--- config.mk ---
export PLATFORM = sky130hd
export DESIGN_NAME = modbus_rtu_master_transaction_core_flat
export DESIGN_NICKNAME = d
export VERILOG_FILES = /design/src/hdl/mrm_pkg.sv /design/src/hdl/mrm_in_if.sv /design/src/hdl/mrm_out_if.sv /design/src/hdl/modbus_rtu_master_transaction_core.sv /design/src/hdl/mrm_ram.sv /design/src/flat_wrapper.sv
export VERILOG_INCLUDE_DIRS = /design/src /design/src/hdl
export SDC_FILE = /design/constraint.sdc
export NUM_CORES = 1
export LEC_CHECK = 0
export BUFFER_PORTS_ARGS = -buffer_cell sky130_fd_sc_hd__clkbuf_2
export CAP_MARGIN = 10
export CORE_MARGIN = 1
export CORE_UTILIZATION = 55
export DETAILED_ROUTE_END_ITERATION = 7
export GPL_ROUTABILITY_DRIVEN = 0
export PLACE_DENSITY = 0.81
export SETUP_SLACK_MARGIN = 0.3
export SYNTH_ARGS = -nofsm -noshare
export SYNTH_HDL_FRONTEND = slang
export SYNTH_SLANG_ARGS = --single-unit
--- constraint.sdc ---
create_clock -name i_clk -period 7.9 [get_ports i_clk]
set_input_delay 1.58 -clock i_clk [delete_from_list [all_inputs] [get_ports i_clk]]
set_output_delay 1.58 -clock i_clk [all_outputs]
set_load 0.02 [all_outputs]
--- src/hdl/assert_macros.svh ---
// Assertion macros used by the transaction core RTL.
`ifndef ASSERT_MACROS_SVH
`define ASSERT_MACROS_SVH

// Checked only while the block is out of reset.
`define MRM_ASSERT(lbl, prop, msg) \
    lbl: assert property (@(posedge i_clk) disable iff (!i_rst_n) prop) else $error(msg);

// Checked on every clock edge, reset cycles included.
`define MRM_ASSERT_ALWAYS(lbl, prop, msg) \
    lbl: assert property (@(posedge i_clk) prop) else $error(msg);

`endif

--- src/hdl/mrm_pkg.sv ---
package mrm_pkg;

    localparam int unsigned MAX_QUANTITY = 6;
    localparam int unsigned MAX_PAYLOAD  = 62;

    localparam logic [1:0] KIND_READ    = 2'd0;
    localparam logic [1:0] KIND_WRITE   = 2'd1;
    localparam logic [1:0] KIND_RXBYTE  = 2'd2;
    localparam logic [1:0] KIND_TIMEOUT = 2'd3;

    localparam logic [1:0] OK_TX      = 2'd0;
    localparam logic [1:0] OK_PAYLOAD = 2'd1;
    localparam logic [1:0] OK_STATUS  = 2'd2;

    localparam logic [2:0] ST_OK        = 3'd0;
    localparam logic [2:0] ST_BAD_ARG   = 3'd1;
    localparam logic [2:0] ST_TIMEOUT   = 3'd2;
    localparam logic [2:0] ST_INVALID   = 3'd3;
    localparam logic [2:0] ST_EXCEPTION = 3'd4;
    localparam logic [2:0] ST_TOO_LARGE = 3'd5;

    localparam logic [7:0] FN_READ_HOLDING = 8'h03;
    localparam logic [7:0] FN_READ_INPUT   = 8'h04;
    localparam logic [7:0] FN_WRITE_SINGLE = 8'h06;
    localparam logic [7:0] FN_EXC_FLAG     = 8'h80;

    localparam logic CFG_SLAVE_ADDRESS = 1'b0;
    localparam logic CFG_CAPACITY      = 1'b1;

    typedef enum logic [2:0] {
        S_IDLE, S_TX, S_RXB, S_REL, S_REL_OUT, S_STAT
    } t_state;

    typedef enum logic [2:0] {
        PH_IDLE, PH_RD_HDR, PH_WR_HDR, PH_EXC_CRC, PH_RD_BODY, PH_WR_TAIL
    } t_phase;

    // CRC-16/MODBUS, reflected polynomial, one byte.
    function automatic logic [15:0] crc16_update(input logic [15:0] crc, input logic [7:0] b);
        logic [15:0] c;
        c = crc ^ {8'h00, b};
        for (int i = 0; i < 8; i++) begin
            c = c[0] ? ((c >> 1) ^ 16'hA001) : (c >> 1);
        end
        return c;
    endfunction

endpackage

--- src/hdl/mrm_in_if.sv ---
interface mrm_in_if;
    logic        valid;
    logic        ready;
    logic [1:0]  kind;
    logic        use_input_regs;
    logic [15:0] reg_address;
    logic [15:0] quantity_or_value;
    logic [7:0]  rx_byte;

    modport source (output valid, kind, use_input_regs, reg_address, quantity_or_value,
                    rx_byte, input ready);
    modport sink (input valid, kind, use_input_regs, reg_address, quantity_or_value,
                  rx_byte, output ready);
endinterface

--- src/hdl/mrm_out_if.sv ---
interface mrm_out_if;
    logic       valid;
    logic       ready;
    logic [1:0] out_kind;
    logic [7:0] out_byte;
    logic [2:0] status;
    logic [7:0] exception_code;
    logic [5:0] data_length;
    logic       last;

    modport source (output valid, out_kind, out_byte, status, exception_code, data_length,
                    last, input ready);
    modport sink (input valid, out_kind, out_byte, status, exception_code, data_length,
                  last, output ready);
endinterface

--- src/hdl/modbus_rtu_master_transaction_core.sv ---
// Channel   Direction  Carries
// i_req     in         read/write request, received byte or timeout event
// o_rsp     out        transmit byte, checked payload byte or transaction status
//
// A request is accepted and then sends its eight frame bytes, one after another, paced
// by the output register. A received byte is first accepted and then checked. Payload
// release reads each byte through the payload RAM's read port, then sends it out.
// Reset is synchronous and active low; the payload RAM is not cleared, since every
// entry is written before it is read within a transaction. Both sides may stall freely.
`include "assert_macros.svh"

module modbus_rtu_master_transaction_core
    import mrm_pkg::*;
#(
    parameter int RX_BUFFER_BYTES = 64
) (
    input  logic       i_clk,
    input  logic       i_rst_n,
    input  logic       i_cfg_we,
    input  logic       i_cfg_idx,
    input  logic [7:0] i_cfg_data,
    mrm_in_if.sink     i_req,
    mrm_out_if.source  o_rsp
);
    localparam int AW = $clog2(RX_BUFFER_BYTES);

    t_state      r_state, n_state;
    t_phase      r_phase, n_phase;
    logic [7:0]  r_slave;
    logic [5:0]  r_cap;
    logic [7:0]  r_func, n_func;
    logic [31:0] r_words, n_words;
    logic [15:0] r_txcrc, n_txcrc;
    logic [2:0]  r_txi, n_txi;
    logic [15:0] r_crc, n_crc;
    logic [23:0] r_hdr, n_hdr;
    logic [6:0]  r_cnt, n_cnt;
    logic [5:0]  r_exp, n_exp;
    logic [7:0]  r_prev, n_prev;
    logic [31:0] r_tail, n_tail;
    logic [5:0]  r_ri, n_ri;
    logic [7:0]  r_rx, n_rx;
    logic [2:0]  r_st, n_st;
    logic [7:0]  r_exc, n_exc;
    logic [5:0]  r_len, n_len;

    logic        r_ov, n_ov;
    logic [1:0]  r_okind, n_okind;
    logic [7:0]  r_obyte, n_obyte;
    logic [2:0]  r_ost, n_ost;
    logic [7:0]  r_oexc, n_oexc;
    logic [5:0]  r_olen, n_olen;
    logic        r_olast, n_olast;

    logic        slot_free;
    logic        in_xfer;
    logic [23:0] hdr_next;
    logic [15:0] crc_rx;
    logic [5:0]  cap_eff;
    logic [7:0]  tx_byte;
    logic        ram_we, ram_re;
    logic [7:0]  ram_rdata;

    assign slot_free = !r_ov || o_rsp.ready;
    assign i_req.ready = (r_state == S_IDLE);
    assign in_xfer = i_req.valid && i_req.ready;
    assign hdr_next = {r_hdr[15:0], r_rx};
    assign crc_rx = crc16_update(r_crc, r_rx);
    assign cap_eff = (r_cap > 6'(MAX_PAYLOAD)) ? 6'(MAX_PAYLOAD) : r_cap;

    always_comb begin
        case (r_txi)
            3'd0:    tx_byte = r_slave;
            3'd1:    tx_byte = r_func;
            3'd2:    tx_byte = r_words[31:24];
            3'd3:    tx_byte = r_words[23:16];
            3'd4:    tx_byte = r_words[15:8];
            3'd5:    tx_byte = r_words[7:0];
            3'd6:    tx_byte = r_txcrc[7:0];
            default: tx_byte = r_txcrc[15:8];
        endcase
    end

    // The payload buffer: written while the body arrives, read back on release.
    assign ram_we = (r_state == S_RXB) && (r_phase == PH_RD_BODY) && (r_cnt < {1'b0, r_exp});
    assign ram_re = (r_state == S_REL) && (r_ri != r_exp);

    mrm_ram #(.WIDTH(8), .DEPTH(RX_BUFFER_BYTES)) u_payload (
        .i_clk   (i_clk),
        .i_we    (ram_we),
        .i_waddr (AW'(r_cnt)),
        .i_wdata (r_rx),
        .i_re    (ram_re),
        .i_raddr (AW'(r_ri)),
        .o_rdata (ram_rdata)
    );

    always_ff @(posedge i_clk) begin
        if (!i_rst_n) begin
            r_slave <= 8'd254;
            r_cap   <= 6'd8;
        end else if (i_cfg_we) begin
            case (i_cfg_idx)
                CFG_SLAVE_ADDRESS: r_slave <= i_cfg_data;
                CFG_CAPACITY:      r_cap   <= i_cfg_data[5:0];
                default:           r_cap   <= r_cap;
            endcase
        end
    end

    always_ff @(posedge i_clk) begin
        if (!i_rst_n) begin
            r_state <= S_IDLE;
            r_phase <= PH_IDLE;
            r_ov    <= 1'b0;
            r_func  <= 8'h00;
            r_words <= 32'h0;
            r_crc   <= 16'hFFFF;
            r_hdr   <= 24'h0;
            r_cnt   <= 7'd0;
            r_exp   <= 6'd0;
            r_txi   <= 3'd0;
            r_ri    <= 6'd0;
        end else begin
            r_state <= n_state;
            r_phase <= n_phase;
            r_ov    <= n_ov;
            r_func  <= n_func;
            r_words <= n_words;
            r_crc   <= n_crc;
            r_hdr   <= n_hdr;
            r_cnt   <= n_cnt;
            r_exp   <= n_exp;
            r_txi   <= n_txi;
            r_ri    <= n_ri;
        end
        r_txcrc <= n_txcrc;
        r_prev  <= n_prev;
        r_tail  <= n_tail;
        r_rx    <= n_rx;
        r_st    <= n_st;
        r_exc   <= n_exc;
        r_len   <= n_len;
        r_okind <= n_okind;
        r_obyte <= n_obyte;
        r_ost   <= n_ost;
        r_oexc  <= n_oexc;
        r_olen  <= n_olen;
        r_olast <= n_olast;
    end

    always_comb begin
        n_state = r_state;
        n_phase = r_phase;
        n_func  = r_func;
        n_words = r_words;
        n_txcrc = r_txcrc;
        n_txi   = r_txi;
        n_crc   = r_crc;
        n_hdr   = r_hdr;
        n_cnt   = r_cnt;
        n_exp   = r_exp;
        n_prev  = r_prev;
        n_tail  = r_tail;
        n_ri    = r_ri;
        n_rx    = r_rx;
        n_st    = r_st;
        n_exc   = r_exc;
        n_len   = r_len;
        n_ov    = r_ov && !o_rsp.ready;
        n_okind = r_okind;
        n_obyte = r_obyte;
        n_ost   = r_ost;
        n_oexc  = r_oexc;
        n_olen  = r_olen;
        n_olast = r_olast;

        case (r_state)
            S_IDLE: begin
                if (in_xfer) begin
                    n_st  = ST_INVALID;
                    n_exc = 8'h00;
                    n_len = 6'd0;
                    case (i_req.kind)
                        KIND_READ, KIND_WRITE: begin
                            if (i_req.kind == KIND_READ && (i_req.quantity_or_value == 16'd0 ||
                                    i_req.quantity_or_value > 16'(MAX_QUANTITY))) begin
                                n_st    = ST_BAD_ARG;
                                n_phase = PH_IDLE;
                                n_state = S_STAT;
                            end else begin
                                n_func = (i_req.kind == KIND_WRITE) ? FN_WRITE_SINGLE :
                                         (i_req.use_input_regs ? FN_READ_INPUT : FN_READ_HOLDING);
                                n_words = {i_req.reg_address, i_req.quantity_or_value};
                                n_phase = (i_req.kind == KIND_WRITE) ? PH_WR_HDR : PH_RD_HDR;
                                n_crc   = 16'hFFFF;
                                n_hdr   = 24'h0;
                                n_cnt   = 7'd0;
                                n_exp   = 6'd0;
                                n_txcrc = 16'hFFFF;
                                n_txi   = 3'd0;
                                n_state = S_TX;
                            end
                        end
                        KIND_RXBYTE: begin
                            n_rx    = i_req.rx_byte;
                            n_state = S_RXB;
                        end
                        default: begin
                            if (r_phase != PH_IDLE) begin
                                n_st    = (r_phase == PH_EXC_CRC) ? ST_INVALID : ST_TIMEOUT;
                                n_phase = PH_IDLE;
                                n_state = S_STAT;
                            end
                        end
                    endcase
                end
            end
            S_TX: begin
                // Frame CRC is folded in as each of the first six bytes leaves.
                if (slot_free) begin
                    n_ov    = 1'b1;
                    n_okind = OK_TX;
                    n_obyte = tx_byte;
                    n_ost   = ST_OK;
                    n_oexc  = 8'h00;
                    n_olen  = 6'd0;
                    n_olast = (r_txi == 3'd7);
                    if (r_txi < 3'd6) begin
                        n_txcrc = crc16_update(r_txcrc, tx_byte);
                    end
                    n_txi = r_txi + 3'd1;
                    if (r_txi == 3'd7) begin
                        n_state = S_IDLE;
                    end
                end
            end
            S_RXB: begin
                n_state = S_IDLE;
                case (r_phase)
                    PH_RD_HDR, PH_WR_HDR: begin
                        n_hdr = hdr_next;
                        n_crc = crc_rx;
                        n_cnt = r_cnt + 7'd1;
                        if (r_cnt >= 7'd2) begin
                            n_cnt = 7'd0;
                            if (hdr_next[23:16] != r_slave) begin
                                n_phase = PH_IDLE;
                                n_state = S_STAT;
                            end else if (hdr_next[15:8] == (r_func | FN_EXC_FLAG)) begin
                                n_phase = PH_EXC_CRC;
                            end else if (hdr_next[15:8] != r_func) begin
                                n_phase = PH_IDLE;
                                n_state = S_STAT;
                            end else if (r_phase == PH_WR_HDR) begin
                                n_phase = PH_WR_TAIL;
                            end else if (hdr_next[7:0] > {2'b00, cap_eff} ||
                                    10'(hdr_next[7:0]) + 10'd2 > 10'(RX_BUFFER_BYTES)) begin
                                n_st    = ST_TOO_LARGE;
                                n_phase = PH_IDLE;
                                n_state = S_STAT;
                            end else begin
                                n_exp   = hdr_next[5:0];
                                n_phase = PH_RD_BODY;
                            end
                        end
                    end
                    PH_EXC_CRC: begin
                        if (r_cnt == 7'd0) begin
                            n_prev = r_rx;
                            n_cnt  = 7'd1;
                        end else begin
                            if ({r_rx, r_prev} == r_crc) begin
                                n_st  = ST_EXCEPTION;
                                n_exc = r_hdr[7:0];
                            end
                            n_phase = PH_IDLE;
                            n_state = S_STAT;
                        end
                    end
                    PH_RD_BODY: begin
                        if (r_cnt < {1'b0, r_exp}) begin
                            n_crc = crc_rx;
                            n_cnt = r_cnt + 7'd1;
                        end else if (r_cnt == {1'b0, r_exp}) begin
                            n_prev = r_rx;
                            n_cnt  = r_cnt + 7'd1;
                        end else begin
                            n_phase = PH_IDLE;
                            if ({r_rx, r_prev} == r_crc) begin
                                n_ri    = 6'd0;
                                n_state = S_REL;
                            end else begin
                                n_state = S_STAT;
                            end
                        end
                    end
                    PH_WR_TAIL: begin
                        if (r_cnt < 7'd3) begin
                            n_crc = crc_rx;
                        end
                        if (r_cnt < 7'd4) begin
                            n_tail = {r_tail[23:0], r_rx};
                            n_cnt  = r_cnt + 7'd1;
                        end else begin
                            if ({r_rx, r_tail[7:0]} == r_crc &&
                                    {r_hdr[7:0], r_tail[31:8]} == r_words) begin
                                n_st = ST_OK;
                            end
                            n_phase = PH_IDLE;
                            n_state = S_STAT;
                        end
                    end
                    default: n_state = S_IDLE;
                endcase
            end
            S_REL: begin
                if (r_ri == r_exp) begin
                    n_st    = ST_OK;
                    n_len   = r_exp;
                    n_state = S_STAT;
                end else begin
                    n_state = S_REL_OUT;
                end
            end
            S_REL_OUT: begin
                if (slot_free) begin
                    n_ov    = 1'b1;
                    n_okind = OK_PAYLOAD;
                    n_obyte = ram_rdata;
                    n_ost   = ST_OK;
                    n_oexc  = 8'h00;
                    n_olen  = 6'd0;
                    n_olast = 1'b0;
                    n_ri    = r_ri + 6'd1;
                    n_state = S_REL;
                end
            end
            S_STAT: begin
                if (slot_free) begin
                    n_ov    = 1'b1;
                    n_okind = OK_STATUS;
                    n_obyte = 8'h00;
                    n_ost   = r_st;
                    n_oexc  = r_exc;
                    n_olen  = r_len;
                    n_olast = 1'b1;
                    n_state = S_IDLE;
                end
            end
            default: n_state = S_IDLE;
        endcase
    end

    assign o_rsp.valid          = r_ov;
    assign o_rsp.out_kind       = r_okind;
    assign o_rsp.out_byte       = r_obyte;
    assign o_rsp.status         = r_ost;
    assign o_rsp.exception_code = r_oexc;
    assign o_rsp.data_length    = r_olen;
    assign o_rsp.last           = r_olast;

    `MRM_ASSERT(a_status_is_last, (o_rsp.valid && o_rsp.out_kind == OK_STATUS) |-> o_rsp.last, "status result without last")
    `MRM_ASSERT(a_body_within_cap, (r_phase == PH_RD_BODY) |-> (r_exp <= 6'(MAX_PAYLOAD)), "byte count above buffer limit")
    `MRM_ASSERT(a_release_in_range, (r_state == S_REL_OUT) |-> (r_ri < r_exp), "release index past byte count")
    `MRM_ASSERT_ALWAYS(a_reset_idle, $past(!i_rst_n) |-> (r_state == S_IDLE && !r_ov), "not idle after reset")

endmodule

--- src/hdl/mrm_ram.sv ---
module mrm_ram #(
    parameter int WIDTH = 8,
    parameter int DEPTH = 64
) (
    input  logic                     i_clk,
    input  logic                     i_we,
    input  logic [$clog2(DEPTH)-1:0] i_waddr,
    input  logic [WIDTH-1:0]         i_wdata,
    input  logic                     i_re,
    input  logic [$clog2(DEPTH)-1:0] i_raddr,
    output logic [WIDTH-1:0]         o_rdata
);
    logic [WIDTH-1:0] r_mem [DEPTH];
    logic [WIDTH-1:0] r_rdata;

    always_ff @(posedge i_clk) begin
        if (i_we) begin
            r_mem[i_waddr] <= i_wdata;
        end
        if (i_re) begin
            r_rdata <= r_mem[i_raddr];
        end
    end

    assign o_rdata = r_rdata;
endmodule

--- src/flat_wrapper.sv ---
// flat-port wrapper written by rule: the top's interface ports become plain ports
module modbus_rtu_master_transaction_core_flat import mrm_pkg::*;
#(
    parameter int RX_BUFFER_BYTES = 64
)
  (i_clk, i_rst_n, i_cfg_we, i_cfg_idx, i_cfg_data, i_req_valid, i_req_kind, i_req_use_input_regs, i_req_reg_address, i_req_quantity_or_value, i_req_rx_byte, i_req_ready, o_rsp_valid, o_rsp_out_kind, o_rsp_out_byte, o_rsp_status, o_rsp_exception_code, o_rsp_data_length, o_rsp_last, o_rsp_ready);
  mrm_in_if i_req_i ();
  mrm_out_if o_rsp_i ();
  input  logic i_clk;
  input  logic i_rst_n;
  input  logic i_cfg_we;
  input  logic i_cfg_idx;
  input  logic [7:0] i_cfg_data;
  input wire logic [$bits(i_req_i.valid)-1:0] i_req_valid;
  input wire logic [$bits(i_req_i.kind)-1:0] i_req_kind;
  input wire logic [$bits(i_req_i.use_input_regs)-1:0] i_req_use_input_regs;
  input wire logic [$bits(i_req_i.reg_address)-1:0] i_req_reg_address;
  input wire logic [$bits(i_req_i.quantity_or_value)-1:0] i_req_quantity_or_value;
  input wire logic [$bits(i_req_i.rx_byte)-1:0] i_req_rx_byte;
  output wire logic [$bits(i_req_i.ready)-1:0] i_req_ready;
  output wire logic [$bits(o_rsp_i.valid)-1:0] o_rsp_valid;
  output wire logic [$bits(o_rsp_i.out_kind)-1:0] o_rsp_out_kind;
  output wire logic [$bits(o_rsp_i.out_byte)-1:0] o_rsp_out_byte;
  output wire logic [$bits(o_rsp_i.status)-1:0] o_rsp_status;
  output wire logic [$bits(o_rsp_i.exception_code)-1:0] o_rsp_exception_code;
  output wire logic [$bits(o_rsp_i.data_length)-1:0] o_rsp_data_length;
  output wire logic [$bits(o_rsp_i.last)-1:0] o_rsp_last;
  input wire logic [$bits(o_rsp_i.ready)-1:0] o_rsp_ready;
  assign i_req_i.valid = i_req_valid;
  assign i_req_i.kind = i_req_kind;
  assign i_req_i.use_input_regs = i_req_use_input_regs;
  assign i_req_i.reg_address = i_req_reg_address;
  assign i_req_i.quantity_or_value = i_req_quantity_or_value;
  assign i_req_i.rx_byte = i_req_rx_byte;
  assign i_req_ready = i_req_i.ready;
  assign o_rsp_valid = o_rsp_i.valid;
  assign o_rsp_out_kind = o_rsp_i.out_kind;
  assign o_rsp_out_byte = o_rsp_i.out_byte;
  assign o_rsp_status = o_rsp_i.status;
  assign o_rsp_exception_code = o_rsp_i.exception_code;
  assign o_rsp_data_length = o_rsp_i.data_length;
  assign o_rsp_last = o_rsp_i.last;
  assign o_rsp_i.ready = o_rsp_ready;
  modbus_rtu_master_transaction_core #(.RX_BUFFER_BYTES(RX_BUFFER_BYTES)) u_core (.i_clk(i_clk), .i_rst_n(i_rst_n), .i_cfg_we(i_cfg_we), .i_cfg_idx(i_cfg_idx), .i_cfg_data(i_cfg_data), .i_req(i_req_i), .o_rsp(o_rsp_i));
endmodule
==> flow_summary.json <==
{
  "outcome": "finished clean",
  "hold_violations": 0,
  "areaGrowthSynthToFinish_pct": 11.09,
  "nFillCells": 3778,
  "critical-path-max-stage-delay_ps": 910,
  "drv_slew": 0,
  "rr_startpoint": "u_core.r_phase[2]",
  "row_count": 86,
  "cts_buffer_depth": 3,
  "drt-initial-drc-count": 1904,
  "cp_num_buf_inv": 0,
  "cp_max_fo": 20,
  "min_path_cells": 2,
  "ff_latch_area_um2": 21100,
  "drive_gt1_frac": 0.2024,
  "yosys_register_bits": 739,
  "synth_ff_type": "edfxtp_1",
  "syn_nets": 1974,
  "start_util": 0.5596,
  "critPathCaptureType": "register",
  "rr_endpoint": "u_core.u_payload.r_mem[10][1]",
  "arrival_ps": 4430,
  "antenna_left": 0,
  "placed_cells": 2639,
  "r2r_slack_ps": 3730,
  "dr.pass1.iters": 7,
  "core_area_um2": 55420,
  "p_leak_nw": 11.13,
  "netlist_instances": 1894,
  "grt_usage": 0.2685,
  "die_h_um": 239.4,
  "cts_sinks": 739,
  "hold_buffers": 0,
  "die_w_um": 239.4,
  "cts_tree": "done",
  "hpwlAfterDp_mm": 44.78,
  "diodes": 0,
  "numCtsBuffers": 72,
  "grt_pass1_vias": 17591,
  "num_vias": 17670,
  "crit_path_top_delay_cell": "nor4_1",
  "path_class": "reg -> reg",
  "slew-limit-headroom": 0.1596,
  "startpoint_type": "register",
  "antenna_found_initial": 2,
  "grt_overflow_total": 0,
  "cp.required_ps": 8150,
  "place_area_um2": 32130,
  "fin_skew_ps": 32.40,
  "io_pins": 87,
  "drt_wl_total_mm": 75.40,
  "yosysUniqueCellTypes": 70,
  "final_cell_area_um2": 34450,
  "power.density_nw_per_um2": 258.2,
  "final_cells": 2769,
  "viasPerCell": 6.381,
  "synth_most_common_cell": "edfxtp_1",
  "synth_top_area_share": 0.6091,
  "synth_edf_count": 629,
  "cts.repair.resized": 0,
  "seq_area_frac_synth": 0.6801,
  "rsz0062_at_grt": "false",
  "finalSetupViolations": 0,
  "grt_pass1_wl_mm": 111.9,
  "critPathMostFrequentCell": "nand2_1",
  "post-route-util": 0.6217,
  "timing.final.crit_share": 0.5283,
  "grt_max_degree": 117,
  "synth_warnings": 0,
  "holdPathEnd": "u_core.r_cap[4]",
  "max-cap-violations": 0,
  "fin_tns_setup_ps": 0,
  "holdCritPathClass": "reg -> reg",
  "path_delay_family": "simple AND/OR/NAND/NOR gates",
  "reg2reg_depth": 6,
  "cts_root_buffer": "clkbuf_16",
  "synthTopCellsByArea": "edfxtp_1 61%, mux4_2 12%, dfxtp_1 7.1%",
  "final_nets": 2045,
  "clkTransAtPathRegs_ps": 60,
  "die_area_um2": 57330,
  "peakVddDrop_mv": 0.2088,
  "crit_chain": "nor2b_1 -> and2_1 -> nand2_1 -> nor4_1 -> nand2_1 -> nor2_1",
  "fmax_mhz": 239.6,
  "yosys-top-cells-count": "629 x edfxtp_1, 168 x mux4_2, 125 x nand2_1",
  "syn_avg_cell_area_um2": 16.37,
  "tightest_slew_ps": 1261,
  "wl_per_cell_um": 27.23,
  "numPortBuffers": 86,
  "min_from": "u_core.r_cap[4]",
  "clock_latency_ps": 640,
  "htree_levels": 3,
  "synthArstFlopShare": 0,
  "drc": 0,
  "synth_top_cell_by_area": "edfxtp_1",
  "multiInputGateArea_um2": 9375,
  "fin_crit_ps": 4174,
  "cts_setup_buffers": 0,
  "synthesis.area_um2": 31010
}
-- how the worst max path moves through the flow --
| stage | to | from | cells past startpoint |
|---|---|---|---|
| 2_1_floorplan | u_core.r_txcrc[0] | i_req_quantity_or_value[12] | 8 |
| 3_3_place_gp | u_core.r_hdr[2] | i_req_quantity_or_value[6] | 9 |
| 3_5_place_dp | u_core.r_hdr[1] | i_req_quantity_or_value[6] | 9 |
| 4_1_cts | u_core.u_payload.r_mem[24][1] | u_core.r_phase[2] | 6 |
| 5_1_grt | u_core.u_payload.r_mem[24][1] | u_core.r_phase[2] | 6 |
| 6_report | u_core.u_payload.r_mem[10][1] | u_core.r_phase[2] | 6 |
-- metal layers --
layer,global-route usage,vias to the layer above,part of all wire
met3,0.04806,206,0.081
met1,0.3438,8926,0.37
met5,0,-,0.00034
met4,0.1066,4,0.042
li1,-,7498,-
met2,0.4562,1036,0.51
-- layout make-up --
| type | instances | share of cell area |
|---|---|---|
| Tap cell | 748 | 0.02717 |
| Multi-Input combinational cell | 1016 | 0.2721 |
| Clock inverter | 41 | 0.01115 |
| Timing Repair Buffer | 109 | 0.01787 |
| Sequential cell | 739 | 0.6125 |
| Clock buffer | 89 | 0.05626 |
| Inverter | 27 | 0.002942 |
-- through the flow --
step,setup slack [ps],total power [mW],hold slack (ps)
4_1_cts,3967,8.919,461.9
6_report,3726,8.893,469.6
3_3_place_gp,3723,5.508,451.2
2_1_floorplan,3523,5.239,440.5
3_5_place_dp,3598,5.539,454.8
5_1_grt,3496,9.147,476.1
-- tightest hold or removal path: stages (launching register included) --
cell and delay [ps]:
dfxtp_1 310, nand2_1 50, a21boi_0 60
-- kinds of logic (layout without fill, tap and decap cells) --
logic type / count (synthesis) / in the layout / synth area share
flip-flops: 739 / 739 / 0.6801
AO/OA/AOI/OAI: 168 / 168 / 0.03837
XOR/XNOR: 116 / 116 / 0.03365
multiplexers: 222 / 222 / 0.1395
AND/OR/NAND/NOR: 487 / 487 / 0.08098
buffers and inverters: 139 / 266 / 0.01808
adder cells (fa/ha/maj): 23 / 23 / 0.009280
-- power breakdown --
group | total [mW] | switching, mW | internal (mW)
Combinational | 0.986 | 0.600 | 0.387
Clock | 3.43 | 1.50 | 1.92
Sequential | 4.48 | 0.105 | 4.38
Total | 8.89 | 2.21 | 6.69
-- sequential cells by signal, indices dropped and copies added, names as in the netlist, 16 cells and up --
register / count
u_core.r_hdr: 16
u_core.r_words: 32
u_core.r_txcrc: 16
u_core.u_payload.r_mem: 512
u_core.r_tail: 32
u_core.r_crc: 16
-- layout by cell type (no fill, tap or decap), drive strengths merged, types with 27 or more instances in the layout --
cell type  netlist  layout
clkbuf          73     174
inv             27      31
mux4           168     168
nor2b           67      67
clkinv           0      29
mux2i           52      52
dfxtp          110     110
and3            29      29
nand3           41      41
nor2            94      94
xor2            70      70
edfxtp         629     629
nand2          125     125
nor3            27      27
o21ai           45      45
a21oi           29      29
xnor2           44      44
Power figures use the tool's default switching activity.
